--- src/sv/assert_macros.svh ---
// Assertion helpers: implication in the same cycle and in the next cycle.
`ifndef ASSERT_MACROS_SVH
`define ASSERT_MACROS_SVH

`ifndef SYNTHESIS

`define ASSERT_IMPLIES(label, clk, rstn, cond, prop, msg) \
    label: assert property (@(posedge clk) disable iff (!rstn) (cond) |-> (prop)) \
        else $error(msg);

`define ASSERT_NEXT(label, clk, rstn, cond, prop, msg) \
    label: assert property (@(posedge clk) disable iff (!rstn) (cond) |=> (prop)) \
        else $error(msg);

`else

`define ASSERT_IMPLIES(label, clk, rstn, cond, prop, msg)

`define ASSERT_NEXT(label, clk, rstn, cond, prop, msg)

`endif

`endif

--- src/sv/ovpr_pkg.sv ---
package ovpr_pkg;

    localparam int PCT_BITS     = 7;
    localparam int CFG_IDX_BITS = 3;
    localparam int PERCENT_FULL = 100;

    localparam int CTRL_MIN_RESET = 0;
    localparam int CTRL_MAX_RESET = 1000000;
    localparam int OUT_MIN_RESET  = 0;
    localparam int OUT_MAX_RESET  = 1000000;
    localparam int PCT_RESET      = 0;
    localparam int SLEW_RESET     = 1;

    typedef logic [CFG_IDX_BITS-1:0] cfg_idx_t;

    localparam cfg_idx_t REG_CTRL_MIN = 3'd0;
    localparam cfg_idx_t REG_CTRL_MAX = 3'd1;
    localparam cfg_idx_t REG_OUT_MIN  = 3'd2;
    localparam cfg_idx_t REG_OUT_MAX  = 3'd3;
    localparam cfg_idx_t REG_OVP_PCT  = 3'd4;
    localparam cfg_idx_t REG_SLEW     = 3'd5;

    localparam logic KIND_REQ   = 1'b0;
    localparam logic KIND_ACK   = 1'b1;
    localparam logic CMD_DRIVE  = 1'b0;
    localparam logic CMD_DONE   = 1'b1;
    localparam logic STATUS_OK  = 1'b0;
    localparam logic STATUS_ERR = 1'b1;

    typedef enum logic [1:0] {
        PH_IDLE,
        PH_SINGLE,
        PH_STEP,
        PH_RESTORE
    } phase_t;

    typedef enum logic [2:0] {
        SQ_IDLE,
        SQ_DECODE,
        SQ_START,
        SQ_RUN,
        SQ_EMIT
    } seq_state_t;

    typedef enum logic [2:0] {
        OP_C2O,
        OP_LO,
        OP_HI,
        OP_DROP,
        OP_WAIT,
        OP_NEXT
    } op_t;

    typedef enum logic [1:0] {
        MD_IDLE,
        MD_ADD,
        MD_DIV
    } md_state_t;

    typedef struct packed {
        logic busy;
        logic done;
    } md_stat_t;

endpackage

--- src/sv/ovpr_muldiv.sv ---
`include "assert_macros.svh"

module ovpr_muldiv #(
    parameter int VOLT_BITS = 24
) (
    input  logic                 aclk,
    input  logic                 aresetn,
    input  logic                 start,
    input  logic [VOLT_BITS-1:0] a,
    input  logic [VOLT_BITS-1:0] b,
    input  logic [VOLT_BITS-1:0] c,
    input  logic [VOLT_BITS-1:0] d,
    output logic [VOLT_BITS:0]   q,
    output ovpr_pkg::md_stat_t   stat
);
    import ovpr_pkg::*;

    localparam int PW       = 2 * VOLT_BITS;
    localparam int CNT_BITS = $clog2(VOLT_BITS + 1);

    md_state_t st_reg, st_next;
    logic done_reg, done_next;

    logic [PW-1:0]        prod_reg;
    logic [VOLT_BITS-1:0] c_reg;
    logic [VOLT_BITS-1:0] d_reg;
    logic [VOLT_BITS-1:0] rem_reg;
    logic [VOLT_BITS:0]   dq_reg;
    logic [CNT_BITS-1:0]  cnt_reg;

    logic [PW-1:0]      prod;
    logic [PW-1:0]      sum;
    logic [VOLT_BITS:0] trial;
    logic [VOLT_BITS:0] diffv;
    logic               fits;
    logic               last;

    assign prod  = {{VOLT_BITS{1'b0}}, a} * {{VOLT_BITS{1'b0}}, b};
    assign sum   = prod_reg + {{VOLT_BITS{1'b0}}, c_reg};
    assign trial = {rem_reg, dq_reg[VOLT_BITS]};
    assign fits  = trial >= {1'b0, d_reg};
    assign diffv = trial - {1'b0, d_reg};
    assign last  = cnt_reg == CNT_BITS'(VOLT_BITS);

    always_ff @(posedge aclk) begin
        if (!aresetn) begin
            st_reg   <= MD_IDLE;
            done_reg <= 1'b0;
        end else begin
            st_reg   <= st_next;
            done_reg <= done_next;
        end
    end

    always_comb begin
        st_next   = st_reg;
        done_next = 1'b0;
        unique case (st_reg)
            MD_IDLE: begin
                if (start) begin
                    st_next = MD_ADD;
                end
            end
            MD_ADD: begin
                st_next = MD_DIV;
            end
            MD_DIV: begin
                if (last) begin
                    st_next   = MD_IDLE;
                    done_next = 1'b1;
                end
            end
            default: begin
                st_next = MD_IDLE;
            end
        endcase
    end

    always_ff @(posedge aclk) begin
        case (st_reg)
            MD_IDLE: begin
                if (start) begin
                    prod_reg <= prod;
                    c_reg    <= c;
                    d_reg    <= d;
                end
            end
            MD_ADD: begin
                rem_reg <= {1'b0, sum[PW-1:VOLT_BITS+1]};
                dq_reg  <= sum[VOLT_BITS:0];
                cnt_reg <= '0;
            end
            MD_DIV: begin
                dq_reg  <= {dq_reg[VOLT_BITS-1:0], fits};
                rem_reg <= fits ? diffv[VOLT_BITS-1:0] : trial[VOLT_BITS-1:0];
                cnt_reg <= cnt_reg + CNT_BITS'(1);
            end
            default: begin
            end
        endcase
    end

    assign q         = dq_reg;
    assign stat.busy = st_reg != MD_IDLE;
    assign stat.done = done_reg;

    `ASSERT_NEXT(a_done_pulse, aclk, aresetn, done_reg, !done_reg, "done held over two cycles")
    `ASSERT_NEXT(a_start_busy, aclk, aresetn, start, stat.busy, "start did not take")

endmodule

--- src/sv/ovp_safe_voltage_ramp_linear_unit.sv ---
// Request: up to four passes through the shared multiply-divide unit, each
// made of one multiply, one add, VOLT_BITS+1 divide steps and a hand-back.
// Acknowledge: no pass, or three passes for the next step.
// One request at a time; the result register lets the next request in early.
// Reset: synchronous, active low; registers to defaults, sequence idle.
`include "assert_macros.svh"

module ovp_safe_voltage_ramp_linear_unit #(
    parameter int VOLT_BITS = 24
) (
    input  logic                  aclk,
    input  logic                  aresetn,

    input  logic                  cfg_wr_en,
    input  ovpr_pkg::cfg_idx_t    cfg_index,
    input  logic [VOLT_BITS-1:0]  cfg_data,

    input  logic                  s_tvalid,
    output logic                  s_tready,
    // req_min_uv, req_max_uv, ctrl_readback_uv, ack_ok, zero fill
    input  logic [((3*VOLT_BITS+8)/8)*8-1:0] s_tdata,
    // kind
    input  logic                  s_tuser,

    output logic                  m_tvalid,
    input  logic                  m_tready,
    // ctrl_low_uv, ctrl_high_uv, wait_us, status, zero fill
    output logic [((3*VOLT_BITS+8)/8)*8-1:0] m_tdata,
    // command
    output logic                  m_tuser
);
    import ovpr_pkg::*;

    localparam int W  = VOLT_BITS;
    localparam int DW = ((3 * VOLT_BITS + 8) / 8) * 8;

    function automatic logic [VOLT_BITS-1:0] clamp_v(input logic [VOLT_BITS-1:0] lo,
                                                    input logic [VOLT_BITS-1:0] hi,
                                                    input logic [VOLT_BITS-1:0] v);
        logic [VOLT_BITS-1:0] r;
        r = v;
        if (v < lo) begin
            r = lo;
        end else if (v > hi) begin
            r = hi;
        end
        return r;
    endfunction

    logic [W-1:0]        ctrl_min_reg, ctrl_max_reg, out_min_reg, out_max_reg, slew_reg;
    logic [PCT_BITS-1:0] pct_reg;

    seq_state_t st_reg, st_next;
    phase_t     phase_reg, phase_next;
    op_t        op_reg, op_next;

    logic         kind_reg, ok_reg;
    logic [W-1:0] in_min_reg, in_max_reg, in_rb_reg;
    logic [W-1:0] present_reg, floor_reg, pending_reg, original_reg;
    logic [W-1:0] lo_res_reg, hi_res_reg, wait_res_reg;
    logic         cmd_res_reg, status_res_reg;

    logic          m_tvalid_reg;
    logic [DW-1:0] m_tdata_reg;
    logic          m_tuser_reg;

    logic [W-1:0] cmax, omax, cspan, ospan, slew_eff;
    logic [W-1:0] ov_sel, off_raw, off;
    logic [W-1:0] md_a, md_b, md_c, md_d;
    logic [W:0]   md_q;
    md_stat_t     md_stat;
    logic         md_start;

    logic [W-1:0] qv, now_v, ctrl_v, diff_v, next_v;
    logic [W:0]   drop_v;
    logic         single_v, more_steps, m_free, s_acc;

    assign cmax     = (ctrl_max_reg < ctrl_min_reg) ? ctrl_min_reg : ctrl_max_reg;
    assign omax     = (out_max_reg < out_min_reg) ? out_min_reg : out_max_reg;
    assign cspan    = cmax - ctrl_min_reg;
    assign ospan    = omax - out_min_reg;
    assign slew_eff = (slew_reg == '0) ? W'(1) : slew_reg;

    assign s_tready = st_reg == SQ_IDLE;
    assign s_acc    = s_tvalid && s_tready;
    assign m_free   = !m_tvalid_reg || m_tready;
    assign md_start = st_reg == SQ_START;

    always_ff @(posedge aclk) begin
        if (!aresetn) begin
            ctrl_min_reg <= W'(CTRL_MIN_RESET);
            ctrl_max_reg <= W'(CTRL_MAX_RESET);
            out_min_reg  <= W'(OUT_MIN_RESET);
            out_max_reg  <= W'(OUT_MAX_RESET);
            pct_reg      <= PCT_BITS'(PCT_RESET);
            slew_reg     <= W'(SLEW_RESET);
        end else if (cfg_wr_en) begin
            unique case (cfg_index)
                REG_CTRL_MIN: ctrl_min_reg <= cfg_data;
                REG_CTRL_MAX: ctrl_max_reg <= cfg_data;
                REG_OUT_MIN:  out_min_reg  <= cfg_data;
                REG_OUT_MAX:  out_max_reg  <= cfg_data;
                REG_OVP_PCT:  pct_reg      <= cfg_data[PCT_BITS-1:0];
                REG_SLEW:     slew_reg     <= cfg_data;
                default: begin
                end
            endcase
        end
    end

    always_comb begin
        case (op_reg)
            OP_LO:   ov_sel = in_min_reg;
            OP_HI:   ov_sel = in_max_reg;
            default: ov_sel = pending_reg;
        endcase
        off_raw = (ov_sel > out_min_reg) ? ov_sel - out_min_reg : '0;
        off     = (off_raw > ospan) ? ospan : off_raw;
    end

    always_comb begin
        md_a = '0;
        md_b = '0;
        md_c = '0;
        md_d = '0;
        case (op_reg) inside
            OP_C2O: begin
                md_a = in_rb_reg - ctrl_min_reg;
                md_b = ospan;
                md_c = cspan >> 1;
                md_d = cspan;
            end
            OP_LO, OP_HI, OP_NEXT: begin
                md_a = off;
                md_b = cspan;
                md_c = ospan >> 1;
                md_d = ospan;
            end
            OP_DROP: begin
                md_a = present_reg;
                md_b = {{(W-PCT_BITS){1'b0}}, pct_reg};
                md_c = '0;
                md_d = W'(PERCENT_FULL);
            end
            OP_WAIT: begin
                md_a = present_reg - pending_reg;
                md_b = W'(1);
                md_c = slew_eff - W'(1);
                md_d = slew_eff;
            end
            default: begin
            end
        endcase
    end

    ovpr_muldiv #(
        .VOLT_BITS(VOLT_BITS)
    ) u_muldiv (
        .aclk    (aclk),
        .aresetn (aresetn),
        .start   (md_start),
        .a       (md_a),
        .b       (md_b),
        .c       (md_c),
        .d       (md_d),
        .q       (md_q),
        .stat    (md_stat)
    );

    always_comb begin
        qv = md_q[W-1:0];
        if (in_rb_reg < ctrl_min_reg) begin
            now_v = out_min_reg;
        end else if (in_rb_reg > cmax) begin
            now_v = omax;
        end else if (cspan == '0) begin
            now_v = out_min_reg;
        end else begin
            now_v = out_min_reg + qv;
        end
        ctrl_v     = (ospan == '0) ? ctrl_min_reg : ctrl_min_reg + qv;
        drop_v     = (md_q == '0) ? (W+1)'(1) : md_q;
        diff_v     = present_reg - floor_reg;
        next_v     = (drop_v >= {1'b0, diff_v}) ? floor_reg : present_reg - drop_v[W-1:0];
        single_v   = (in_min_reg >= now_v) || (pct_reg == '0);
        more_steps = pending_reg > floor_reg;
    end

    always_ff @(posedge aclk) begin
        if (!aresetn) begin
            st_reg       <= SQ_IDLE;
            phase_reg    <= PH_IDLE;
            op_reg       <= OP_C2O;
            m_tvalid_reg <= 1'b0;
        end else begin
            st_reg    <= st_next;
            phase_reg <= phase_next;
            op_reg    <= op_next;
            if (st_reg == SQ_EMIT && m_free) begin
                m_tvalid_reg <= 1'b1;
            end else if (m_tready) begin
                m_tvalid_reg <= 1'b0;
            end
        end
    end

    always_comb begin
        st_next    = st_reg;
        phase_next = phase_reg;
        op_next    = op_reg;
        unique case (st_reg)
            SQ_IDLE: begin
                if (s_tvalid) begin
                    st_next = SQ_DECODE;
                end
            end
            SQ_DECODE: begin
                if (kind_reg == KIND_ACK) begin
                    case (phase_reg) inside
                        PH_SINGLE, PH_RESTORE: begin
                            phase_next = PH_IDLE;
                            st_next    = SQ_EMIT;
                        end
                        PH_STEP: begin
                            if (!ok_reg) begin
                                phase_next = PH_RESTORE;
                                st_next    = SQ_EMIT;
                            end else if (more_steps) begin
                                op_next = OP_DROP;
                                st_next = SQ_START;
                            end else begin
                                phase_next = PH_IDLE;
                                st_next    = SQ_EMIT;
                            end
                        end
                        default: begin
                            st_next = SQ_IDLE;
                        end
                    endcase
                end else if (phase_reg == PH_IDLE) begin
                    op_next = OP_C2O;
                    st_next = SQ_START;
                end else begin
                    st_next = SQ_IDLE;
                end
            end
            SQ_START: begin
                st_next = SQ_RUN;
            end
            SQ_RUN: begin
                if (md_stat.done) begin
                    st_next = SQ_START;
                    case (op_reg) inside
                        OP_C2O: begin
                            if (single_v) begin
                                phase_next = PH_SINGLE;
                                op_next    = OP_LO;
                            end else begin
                                phase_next = PH_STEP;
                                op_next    = OP_DROP;
                            end
                        end
                        OP_LO:   op_next = OP_HI;
                        OP_DROP: op_next = OP_WAIT;
                        OP_WAIT: op_next = OP_NEXT;
                        OP_HI, OP_NEXT: st_next = SQ_EMIT;
                        default: st_next = SQ_IDLE;
                    endcase
                end
            end
            SQ_EMIT: begin
                if (m_free) begin
                    st_next = SQ_IDLE;
                end
            end
            default: begin
                st_next = SQ_IDLE;
            end
        endcase
    end

    always_ff @(posedge aclk) begin
        if (s_acc) begin
            kind_reg   <= s_tuser;
            ok_reg     <= s_tdata[3*W];
            in_min_reg <= clamp_v(out_min_reg, omax, s_tdata[W-1:0]);
            in_max_reg <= clamp_v(out_min_reg, omax, s_tdata[2*W-1:W]);
            in_rb_reg  <= s_tdata[3*W-1:2*W];
        end
        case (st_reg)
            SQ_DECODE: begin
                wait_res_reg <= '0;
                if ((kind_reg == KIND_ACK) && (phase_reg == PH_STEP) && !ok_reg) begin
                    cmd_res_reg <= CMD_DRIVE;
                    lo_res_reg  <= original_reg;
                    hi_res_reg  <= original_reg;
                end else begin
                    cmd_res_reg <= CMD_DONE;
                    lo_res_reg  <= '0;
                    hi_res_reg  <= '0;
                end
                if ((kind_reg == KIND_ACK) && ((phase_reg == PH_RESTORE) ||
                        ((phase_reg == PH_SINGLE) && !ok_reg))) begin
                    status_res_reg <= STATUS_ERR;
                end else begin
                    status_res_reg <= STATUS_OK;
                end
                if ((kind_reg == KIND_ACK) && (phase_reg == PH_STEP) && ok_reg) begin
                    present_reg <= pending_reg;
                end
                if ((kind_reg == KIND_REQ) && (phase_reg == PH_IDLE)) begin
                    original_reg <= in_rb_reg;
                end
            end
            SQ_RUN: begin
                if (md_stat.done) begin
                    case (op_reg)
                        OP_C2O: begin
                            present_reg <= now_v;
                            floor_reg   <= in_min_reg;
                        end
                        OP_LO: lo_res_reg <= ctrl_v;
                        OP_HI: begin
                            hi_res_reg     <= ctrl_v;
                            wait_res_reg   <= '0;
                            cmd_res_reg    <= CMD_DRIVE;
                            status_res_reg <= STATUS_OK;
                        end
                        OP_DROP: pending_reg <= next_v;
                        OP_WAIT: wait_res_reg <= qv;
                        OP_NEXT: begin
                            lo_res_reg     <= ctrl_v;
                            hi_res_reg     <= ctrl_v;
                            cmd_res_reg    <= CMD_DRIVE;
                            status_res_reg <= STATUS_OK;
                        end
                        default: begin
                        end
                    endcase
                end
            end
            SQ_EMIT: begin
                if (m_free) begin
                    m_tdata_reg <= DW'({status_res_reg, wait_res_reg, hi_res_reg, lo_res_reg});
                    m_tuser_reg <= cmd_res_reg;
                end
            end
            default: begin
            end
        endcase
    end

    assign m_tvalid = m_tvalid_reg;
    assign m_tdata  = m_tdata_reg;
    assign m_tuser  = m_tuser_reg;

    `ASSERT_IMPLIES(a_start_free, aclk, aresetn, st_reg == SQ_START, !md_stat.busy, "unit started while busy")
    `ASSERT_IMPLIES(a_done_in_run, aclk, aresetn, md_stat.done, st_reg == SQ_RUN, "unit result not awaited")
    `ASSERT_IMPLIES(a_step_floor, aclk, aresetn, (phase_reg == PH_STEP) && (st_reg == SQ_IDLE), pending_reg >= floor_reg, "step below floor")

endmodule

--- config.mk ---
export PLATFORM = sky130hd
export DESIGN_NAME = ovp_safe_voltage_ramp_linear_unit
export DESIGN_NICKNAME = d
export VERILOG_FILES = /design/src/sv/ovpr_pkg.sv /design/src/sv/ovpr_muldiv.sv /design/src/sv/ovp_safe_voltage_ramp_linear_unit.sv
export VERILOG_INCLUDE_DIRS = /design/src /design/src/sv
export SDC_FILE = /design/constraint.sdc
export NUM_CORES = 2
export LEC_CHECK = 0
export BUFFER_PORTS_ARGS = -buffer_cell sky130_fd_sc_hd__buf_4
export CAP_MARGIN = 10
export CORE_UTILIZATION = 25
export DETAILED_ROUTE_END_ITERATION = 7
export GPL_ROUTABILITY_DRIVEN = 0
export SYNTH_ARGS = -nofsm -noshare
export SYNTH_HDL_FRONTEND = slang
export SYNTH_SLANG_ARGS = --single-unit
export TNS_END_PERCENT = 1
--- constraint.sdc ---
create_clock -name aclk -period 17.65 [get_ports aclk]
set_input_delay 3.53 -clock aclk [delete_from_list [all_inputs] [get_ports aclk]]
set_output_delay 3.53 -clock aclk [all_outputs]
set_load 0.02 [all_outputs]
==> impl_metrics.yaml <==
outcome:
  status: "finished with violations"
  violations: "design-rule violations"
clock_tree:
  path_clk_slew_ps: 60
  cts_tree: "yes"
  post_cts_buffers: 0
  clk_path_buf_depth: 3
  cts_htree_levels: 3
  hold_buffers: 0
  cts_buffers: 71
  clock_latency_ps: 680
  clock_sinks: 607
  cts_resized: 0
  cts_root_buf: "clkbuf_16"
timing:
  max_freq_mhz: 59.3
  min_period_over_period_pct: 95.5
  clock-skew-final_ps: 48.0
  finalHoldViolCount: 0
  tns_ps: 0
  tightestPinTransition_ps: 1290
  fin_crit_ps: 16850
  setup_viol: 0
  rsz0062_at_grt: "false"
  worst_slack_ps: 799
  maxSlewHeadroom_pct: 13.9
  slew_violations: 0
placed_design:
  portBuffers: 181
  hpwl_um: 187000
  place_ws_ps: 707
  dp.cells: 10572
global_routing:
  grt_pass1_wl_um: 342000
  grt_max_degree: 88
  grt_pass1_vias: 53175
  grt_usage_pct: 17.6
  grt_overflow_total: 0
  antenna_found_initial: 36
drt:
  drc: 26
  drtPass1Iterations: 8
  ant_nets: 0
  drt_iter0_markers: 6580
  totalWireLength_um: 235000
  routedWlPerCell_um: 22.0
  viasPerCell: 5.17
  num_vias: 55426
synth:
  yosys_warnings: 0
  synthCells: 7125
  ys_seq_elements: 607
  ys_seq_area_share_pct: 26.1
  ys_top_cells_by_count: "nand2_1, inv_1, ha_1, fa_1, edfxtp_1"
  synth.area.top_cells: "edfxtp_1, fa_1, ha_1, nand2_1, inv_1"
  ys_types: 96
  syn_area_um2: 64500
  avgSynthCellArea_um2: 9.06
  async_flop_share_pct: 0
  synth_top_area_share_pct: 21.8
  synth_edf_count: 468
  yosys_most_used_dff: "edfxtp_1"
  yosysTopAreaCell: "edfxtp_1"
  yosysMostFrequentCell: "nand2_1"
flow_run:
  maxCapViolations: 0
floorplanning:
  die_width_um: 510
  ios: 196
  start_util_pct: 25.1
  die_area_um2: 260000
  core_um2: 257000
  die_h_um: 510
  num_rows: 186
setup_path:
  end_kind: "flop"
  worst_ep_arrival_time_ps: 17250
  cp_slowest_cell: "a2111oi_0"
  cp.required_ps: 18050
  setup.worst_path.class: "reg2reg"
  cpMostUsedCell: "fa_1"
  critPathMaxFanout: 21
  worstSetupStartpointType: "flop"
  max_stage_delay_ps: 810
min_path:
  hp-class: "reg2reg"
layout:
  area_delta_synth_final_pct: 13.2
  nNetsFinal: 8566
  drive_above_1_share_pct: 8.55
  largest_reg_flops: 73
  layout.cells.non_filler: 10715
-- cell type report --
cell class / instances / area (µm²)
antenna: 10 / 25.0
clock buffer: 81 / 1830
clock inverter: 50 / 488
fill: 26898 / 184000
inverter: 859 / 3220
multi-input combinational: 5367 / 43700
sequential: 607 / 16800
tap: 3384 / 4230
timing repair buffer: 357 / 2720
-- logic make-up after synthesis --
logic type / after synthesis / share of synthesized area [%]
adder cells (fa/ha/maj): 1190 / 28.8
AND/OR/NAND/NOR: 2122 / 15.2
flip-flops: 607 / 26.1
XOR/XNOR: 293 / 4.00
AO/OA/AOI/OAI: 1495 / 14.9
buffers and inverters: 1157 / 6.83
other: 1 / 0.00581
multiplexers: 260 / 4.12
-- metal layers --
metal / vias up / track usage, % / part of all wire, %
li1: 24836 / - / -
met1: 27117 / 23.2 / 41
met2: 2894 / 26.1 / 42
met3: 547 / 4.39 / 11
met4: 32 / 10.0 / 6.3
met5: - / 0 / 0.10
-- through the flow --
| step | util [%] | hold slack (ps) | area, µm² |
|---|---|---|---|
| 6_report | 28.4 | 415 | 73000 |
| 3_3_place_gp | 27.5 | 404 | 70600 |
| 3_5_place_dp | 27.5 | 405 | 70600 |
| 4_1_cts | 28.4 | 416 | 72900 |
| 5_1_grt | 28.4 | 415 | 73000 |
| 2_1_floorplan | - | 400 | 64500 |
-- cell usage in the layout (no fill, tap or decap), types with 105 or more instances in the layout --
master    count
a21o_1      167
a21oi_1     409
and2_1      172
buf_4       355
dfxtp_1     136
edfxtp_1    468
fa_1        493
ha_1        695
inv_1       857
mux2i_1     216
nand2_1     955
nor2_1      369
nor3_1      105
o21ai_0     317
xnor2_1     183
xor2_1      108
-- worst paths after layout --
kind | end | cells past startpoint | start | slack, ps
setup / recovery | u_muldiv.prod_reg[46] | 56 | out_min_reg[17] | 800
hold / removal | m_tdata[12] | 0 | lo_res_reg[12] | 410
setup reg to reg | u_muldiv.prod_reg[46] | 56 | out_min_reg[17] | 800
hold reg to reg | m_tdata[12] | 0 | lo_res_reg[12] | 410
-- critical path: cells and delay by family, from the launching register on --
kind	cells	cell delay [ps]
AO/OA/AOI/OAI	26	7170
XOR/XNOR	2	420
adder cells (fa/ha/maj)	11	4920
buffers and inverters	9	1540
flip-flops	1	430
multiplexers	1	410
AND/OR/NAND/NOR	7	1650
Power is not shown: default switching activity piles up to over one toggle a cycle in this logic, so the estimate is an artifact.
